==> src/twad_pkg.sv <==
// Package for the tripwire and area event detector.
// Holds request codes, payload structs, the state enum and the control structs.
package twad_pkg;

  localparam int unsigned CoordW    = 14;
  localparam int unsigned KeyW      = 32;
  localparam int unsigned TagW      = 8;
  localparam logic [CoordW-1:0] LineReset = 14'd2000;

  typedef enum logic [1:0] {
    REQ_MOVE  = 2'd0,
    REQ_SCAN  = 2'd1,
    REQ_TRIP  = 2'd2,
    REQ_AREA  = 2'd3
  } req_t;

  typedef enum logic [2:0] {
    ST_IDLE,
    ST_MATCH,
    ST_READ,
    ST_TRIP,
    ST_AREA,
    ST_OUT
  } state_t;

  typedef struct packed {
    logic [1:0]        req_type;
    logic [KeyW-1:0]   object_key;
    logic [CoordW-1:0] pos_x;
    logic [CoordW-1:0] pos_y;
    logic [6:0]        object_index;
    logic [2:0]        rule_index;
    logic              rule_enable;
    logic [TagW-1:0]   rule_tag;
    logic [CoordW-1:0] corner_x0;
    logic [CoordW-1:0] corner_y0;
    logic [CoordW-1:0] corner_x1;
    logic [CoordW-1:0] corner_y1;
  } in_item_t;

  typedef struct packed {
    logic              event_kind;
    logic [TagW-1:0]   event_rule;
    logic              heading;
    logic [KeyW-1:0]   event_object;
    logic              last;
  } out_item_t;

  // Commands from the controller to the datapath.
  typedef struct packed {
    logic load_item;   // capture accepted input item
    logic do_match;    // resolve key match, update or allocate object
    logic read_obj;    // read the scanned slot
    logic step_trip;   // test tripwire rule at rule counter
    logic step_area;   // test area rule at rule counter
    logic rule_clr;    // reset rule counter
    logic pop_out;     // output transfer done
    logic write_rule;  // store rule write
  } dp_cmd_t;

  // Status from the datapath to the controller.
  typedef struct packed {
    logic [1:0] req;
    logic       slot_ok;    // scanned slot is occupied
    logic       rule_last;  // rule counter at final rule
    logic       hit;        // current rule fires
    logic       pend;       // an event is held for output
  } dp_stat_t;

endpackage

==> src/twad_ctrl.sv <==
// Controller for the tripwire and area event detector.
// Depends on twad_pkg for state, command and status types.
module twad_ctrl import twad_pkg::*; (
  input  logic     clk,
  input  logic     rst_n,
  input  logic     in_valid,
  output logic     in_stall,
  input  logic     out_valid,
  input  logic     out_stall,
  input  dp_stat_t stat,
  output dp_cmd_t  cmd
);

  state_t state_r, state_nxt;
  logic   out_go;

  assign out_go = out_valid && !out_stall;

  always_comb begin
    state_nxt = state_r;
    unique case (state_r)
      ST_IDLE: begin
        if (in_valid) state_nxt = ST_MATCH;
      end
      ST_MATCH: begin
        unique case (req_t'(stat.req))
          REQ_SCAN: state_nxt = ST_READ;
          default:  state_nxt = ST_IDLE;
        endcase
      end
      ST_READ: state_nxt = stat.slot_ok ? ST_TRIP : ST_OUT;
      ST_TRIP: begin
        if (stat.rule_last) state_nxt = ST_AREA;
      end
      ST_AREA: begin
        if (stat.rule_last) state_nxt = ST_OUT;
      end
      ST_OUT: begin
        // Drains the final held event, which carries the last flag.
        if (!stat.pend || out_go) state_nxt = ST_IDLE;
      end
      default: state_nxt = ST_IDLE;
    endcase
  end

  always_comb begin
    cmd        = '0;
    in_stall   = (state_r != ST_IDLE);
    cmd.load_item = (state_r == ST_IDLE) && in_valid;
    cmd.pop_out   = out_go;
    unique case (state_r)
      ST_MATCH: begin
        cmd.do_match   = (req_t'(stat.req) == REQ_MOVE);
        cmd.write_rule = (req_t'(stat.req) == REQ_TRIP) ||
                         (req_t'(stat.req) == REQ_AREA);
        cmd.read_obj   = (req_t'(stat.req) == REQ_SCAN);
        cmd.rule_clr   = 1'b1;
      end
      ST_READ: cmd.rule_clr = 1'b1;
      ST_TRIP: begin
        cmd.step_trip = 1'b1;
        cmd.rule_clr  = stat.rule_last;
      end
      ST_AREA: cmd.step_area = 1'b1;
      default: ;
    endcase
  end

  always_ff @(posedge clk) begin
    if (!rst_n) state_r <= ST_IDLE;
    else        state_r <= state_nxt;
  end

endmodule

==> config.mk <==
export PLATFORM = sky130hd
export DESIGN_NAME = twad_ctrl
export DESIGN_NICKNAME = d
export VERILOG_FILES = /design/src/twad_pkg.sv /design/src/twad_ctrl.sv
export SDC_FILE = /design/constraint.sdc
export NUM_CORES = 1
export LEC_CHECK = 0
export ABC_AREA = 1
export BUFFER_PORTS_ARGS = -buffer_cell sky130_fd_sc_hd__buf_2
export CORE_AREA = 2 2 39 41
export DETAILED_ROUTE_END_ITERATION = 6
export DIE_AREA = 0 0 41 43
export PLACE_DENSITY = 0.48
export SLEW_MARGIN = 20
export SYNTH_ARGS = -nofsm -noshare
export SYNTH_HDL_FRONTEND = slang
export SYNTH_SLANG_ARGS = --single-unit
==> constraint.sdc <==
create_clock -name clk -period 2.9 [get_ports clk]
set_input_delay 0.145 -clock clk [delete_from_list [all_inputs] [get_ports clk]]
set_output_delay 0.145 -clock clk [all_outputs]
set_load 0.03 [all_outputs]
==> metrics.yaml, run 1 <==
synthesis:
  synth_top_area_cell: "dfxtp_1"
  synth_cell_types: 18
  synth_compound_gate_area_share_pct: 8.61
  synthMuxAreaShare_pct: 0
  synth_area_leaders: "dfxtp_1 (20%), inv_1 (15%), nand2_1 (14%)"
  synthMostInstantiatedCell: "inv_1"
  synth_edf_count: 0
  synth_fa_ha_area_share_pct: 0
  syn-instance-count: 55
  async_flop_share_pct: 0
  synth_seq_area_share_pct: 19.7
  syn-cell-area_um2: 305
  synth_xor_area_share_pct: 0
  synth_top_family_by_area: "simple AND/OR/NAND/NOR gates"
  ys.flop_type: "dfxtp_1"
  syn_nets: 66
  avgSynthCellArea_um2: 5.55
  ys_ff_latch: 3
  synth-simple-area-share_pct: 49.6
  synth_top_area_share_pct: 19.7
  yosysWarnings: 0
  synth_common_cells: "inv_1 (12), nand2_1 (11), nor2_1 (9), nand3_1 (4), nor3_1 (4)"
finish:
  largest_reg_flops: 3
  regMostFlops: "state_r"
  layout.nets: 87
  reg_top3: "state_r (3)"
  drive_gt1_share_pct: 34.7
  antenna_cells: 0
  area_delta_synth_final_pct: 38.5
timing:
  setup_viol: 0
  period_share_pct: 51.2
  relSlewSlack_pct: 80.9
  fmax_mhz: 673
  rsz0062_at_grt: "no"
  layout_setup_ws_ns: 1.41
  hold_viol: 0
  worst_slew_pin_slew_ns: 0.287
  setup_tns_ns: 0
  min_period_ns: 1.49
  report.final.slew_viol_count: 0
  fin_skew_ns: 0.00235
run:
  max-cap-violations: 0
setup_path:
  r2r_slack_ns: 1.76
  max_stage_delay_ns: 0.41
  end_kind: "output port"
  slowest_stage: "dfxtp_1"
  setup.worst_path.start: "state_r[0]"
  path_buf_inv: 3
  critical-path-top-delay-family: "flip-flops"
  cp_cell_sequence: "inv_1, nor3_1, inv_1, nor3_1, buf_2"
  path_class: "reg -> out"
  worst_r2r_startpoint: "state_r[2]"
  cp.arrival_ns: 1.34
  path_max_fanout: 6
  required_ns: 2.76
  worst_setup_path_start_kind: "flop"
floorplanning:
  die_w_um: 41
  pin_count: 20
  start_util_pct: 22.1
  die-area_mm2: 0.00176
  coreArea_mm2: 0.00138
  std_cell_rows: 14
  die_height_um: 43
power_and_ir_drop:
  combPwrFrac_pct: 54.2
  power_uw: 299
  switching_share_pct: 48.5
  seqPwrFrac_pct: 22.2
  pwr_density_cell_mw_per_mm2: 708
  p_int_uw: 154
  clock_power_share_pct: 23.6
  ir_worst_vdd_mv: 0.237
  power_leakage_uw: 0.000269
  p_sw_uw: 145
detailed_routing:
  wl_per_cell_um: 7.74
  vias: 375
  wirelength_um: 704
  vias_per_cell: 4.12
  drtPass1Iterations: 4
  post-route-drc-count: 0
  ant_nets: 0
  drt_iter0_drc: 9
global_route:
  antenna_found_initial: 0
  grt_pass1_wl_um: 1210
  grt_pass1_vias: 312
  grt_max_degree: 9
  grt_use_total_pct: 10.2
  grt_overflow: 0
cts:
  cts_resized: 0
  cts_tree: "yes"
  cts_hold_buf: 0
  root_buffer: "clkbuf_4"
  clk_path_buf_depth: 2
  h-tree-depth: 1
  insertion_delay_ns: 0.23
  clk_pin_slew_worst_paths_ns: 0.03
  clkSinkCount: 3
  cts_buffers: 3
  cts_setup_buffers: 0
place:
  pre_cts_slack_ns: 1.63
  port-buffer-count: 18
  gp_congestion: 0.741
  dp_hpwl_um: 605
outcome:
  status: "finished, final reports clean"
worst_hold_path:
  min-delay-start: "rst_n"
  hold_path.class: "in -> reg"
power by group through the flow:
stage / Combinational [uW] / Sequential, uW / Clock (uW)
after floorplan: 139 / 58.0 / 0
after global placement: 164 / 67.8 / 0
after detailed placement: 164 / 67.7 / 0
after CTS: 164 / 66.8 / 75.2
after global routing: 182 / 68.8 / 82.6
final: 162 / 66.4 / 70.8
cells in the final DEF, fill, tap and decap left out:
master	n
o21ai_0	1
nor2_1	9
buf_2	18
nand3_1	4
nand2_2	1
nand2_1	11
nand3_2	1
nor3_1	4
a22oi_1	1
inv_2	1
dfxtp_1	3
o21ai_1	1
nand4_1	1
clkbuf_4	3
clkbuf_1	1
inv_1	12
nor2_2	1
a21oi_2	1
nand3b_1	1
cells by family (layout without fill, tap and decap cells):
logic type,count (synthesis),after routing
flops,3,3
compound gates,4,4
buf+inv,15,35
simple gates,33,33
layer usage:
metal,GRT usage (%),part of all wire (%),vias to the layer above
li1,-,-,209
met1,12.2,51,154
met2,14.4,42,12
met3,6.28,6.0,0
met4,4.00,0,0
met5,0,0,-
final timing paths:
path           endpoint  depth (start not counted)
max reg2reg  state_r[0]                          7
min reg2reg  state_r[0]                          2
min          state_r[1]                          3
max              cmd[6]                          5
layout make-up:
cell class | count | area, um2
fillers | 172 | 961
clock buffers | 4 | 26.3
inverters | 13 | 48.8
flip-flops and latches | 3 | 60.1
well taps | 16 | 20.0
repair buffers | 18 | 90.1
multi-input cells | 37 | 178
worst reg2reg max path, stage by stage (launching register included):
cell	delay, ns
dfxtp_1	0.47
inv_2	0.11
nand2_2	0.10
nand2_1	0.05
nor2_1	0.11
nor2_2	0.06
nor2_1	0.08
nor2_1	0.05
per-stage QoR:
stage | instances | util, % | cell area (um2) | hold slack (ns)
after floorplan | 55 | - | 305 | 0.243
final | 91 | 30.6 | 423 | 0.137
after CTS | 91 | 30.6 | 423 | 0.129
after detailed placement | 87 | 28.7 | 397 | 0.368
after global routing | 91 | 30.6 | 423 | 0.134
after global placement | 87 | 28.7 | 397 | 0.369
No activity file was read; power rests on OpenSTA's default activity.
==> inputs of run 2 (changes only) <==
==> constraint.sdc (replaced) <==
create_clock -name clk -period 1.4 [get_ports clk]
set_input_delay 0.07 -clock clk [delete_from_list [all_inputs] [get_ports clk]]
set_output_delay 0.07 -clock clk [all_outputs]
set_load 0.03 [all_outputs]
==> metrics.yaml, run 2 (synthesis results as in run 1) <==
global_route:
  grt_max_degree: 9  # unchanged
  grt_pass1_vias: 303  # was 312
  antenna_found_initial: 0  # unchanged
  grt_overflow: 0  # unchanged
  grt_use_total_pct: 9.33  # was 10.2%
  grt_pass1_wl_um: 1130  # was 1210 um
timing:
  relSlewSlack_pct: 79.8  # was 80.9%
  period_share_pct: 93.3
  setup_viol: 0  # unchanged
  fmax_mhz: 766
  worst_slew_pin_slew_ns: 0.302  # was 0.287 ns
  fin_skew_ns: 0.00162  # was 0.00235 ns
  rsz0062_at_grt: "no"  # unchanged
  layout_setup_ws_ns: 0.0941  # was 1.41 ns
  hold_ws_ns: 0.0623  # was 0.137 ns
  hold_viol: 0  # unchanged
  report.final.slew_viol_count: 0  # unchanged
  setup_tns_ns: 0  # unchanged
  min_period_ns: 1.31
cts:
  cts_setup_buffers: 0  # unchanged
  clk_pin_slew_worst_paths_ns: 0.04  # was 0.03 ns
  clkSinkCount: 3  # unchanged
  cts_tree: "yes"  # unchanged
  cts_hold_buf: 0  # unchanged
  insertion_delay_ns: 0.23  # about the same
  cts_buffers: 3  # unchanged
  root_buffer: "clkbuf_4"  # unchanged
  clk_path_buf_depth: 2  # unchanged
  h-tree-depth: 1  # unchanged
finish:
  regArea_um2: 63.8  # was 60.1 um2
  multi_input_area_um2: 188  # was 178 um2
  final_common_cell: "buf_2"  # unchanged
  largest_reg_flops: 3  # unchanged
  reg_top3: "state_r (3)"  # unchanged
  layout_common_cells: "buf_2 (17), inv_1 (12), nand2_1 (11)"  # was buf_2 (18), inv_1 (12), nand2_1 (11)
  nFillCells: 160  # was 172
  antenna_cells: 0  # unchanged
  layout.nets: 87  # unchanged
  regMostFlops: "state_r"  # unchanged
  drive_gt1_share_pct: 38.7  # was 34.7%
  area_delta_synth_final_pct: 43.9  # was 38.5%
  final_cells: 91  # unchanged
place:
  port-buffer-count: 18  # unchanged
  dp_hpwl_um: 604  # was 605 um
  placed_cells: 87  # unchanged
  pre_cts_slack_ns: 0.212  # was 1.63 ns
  gp_congestion: 0.730  # was 0.741
floorplanning:
  die_height_um: 43  # unchanged
  die_w_um: 41  # unchanged
  std_cell_rows: 14  # unchanged
  pin_count: 20  # unchanged
  die-area_mm2: 0.00176  # unchanged
  start_util_pct: 22.1  # unchanged
  coreArea_mm2: 0.00138  # unchanged
setup_path:
  path_max_fanout: 6  # unchanged
  required_ns: 1.33  # was 2.76 ns
  end_kind: "output port"  # unchanged
  cp.arrival_ns: 1.24  # was 1.34 ns
  worst_setup_path_start_kind: "flop"  # unchanged
  path_class: "reg -> out"  # unchanged
power_and_ir_drop:
  power_leakage_uw: 0.000271  # was 0.000269 uW
  pwr_density_cell_mw_per_mm2: 1460  # was 708 mW/mm2
  ir_worst_vdd_mv: 0.476  # was 0.237 mV
detailed_routing:
  drtPass1Iterations: 4  # unchanged
  vias_per_cell: 4.15  # was 4.12
  post-route-drc-count: 0  # unchanged
  wl_per_cell_um: 7.95  # was 7.74 um
  vias: 378  # was 375
  ant_nets: 0  # unchanged
  drt_iter0_drc: 9  # unchanged
  wirelength_um: 723  # was 704 um
run:
  max-cap-violations: 0  # unchanged
outcome:
  status: "finished, final reports clean"  # unchanged
worst_hold_path:
  hold_path.class: "in -> reg"  # unchanged
run 2: metal layers:
layer  routed length, um  part of all wire [%]  track usage (%)  vias up
li1                    -                     -                -      207
met1                 346                    48             11.9      157
met2                 314                    43             13.8       14
met3                  62                   8.6             6.28        0
met4                   0                     0                0        0
met5                   0                     0                0        -
run 2: cell type report:
class | count | area share, %
multi-input combinational | 37 | 42.7
timing repair buffer | 18 | 21.1
sequential | 3 | 14.5
inverter | 13 | 11.1
clock buffer | 4 | 5.98
tap | 16 | 4.56
run 2: path summary, 6_finish.rpt:
check        slack [ns]  cells after the start          to        from
max                0.09                      5      cmd[5]  state_r[0]
min                0.06                      3  state_r[1]       rst_n
max reg2reg        0.26                      7  state_r[0]  state_r[2]
min reg2reg        0.53                      2  state_r[0]  state_r[0]
run 2: stage by stage:
stage               area (um2)  util, %  power [uW]
floorplan                  310        -         410
global placement           402     29.0         481
detailed placement         402     29.0         480
CTS                        433     31.3         643
global route               439     31.7         701
finish                     439     31.7         642
run 2: repair_timing:
| action | 4_1_cts | 5_1_grt |
|---|---|---|
| setup endpoints to repair | 3 | 4 |
| resized for setup | 1 | 4 |
| pin swaps | 0 | 1 |
run 2: power breakdown:
part / switching (uW) / internal, uW / total (uW)
Clock: 44.2 / 107 / 151
Combinational: 232 / 115 / 347
Sequential: 34.7 / 109 / 144
run 2: critical path, stage by stage, from the launching register on:
cell	delay, ns
dfxtp_4	0.36
inv_1	0.07
nor3_2	0.20
nand3_1	0.12
inv_1	0.07
buf_2	0.18
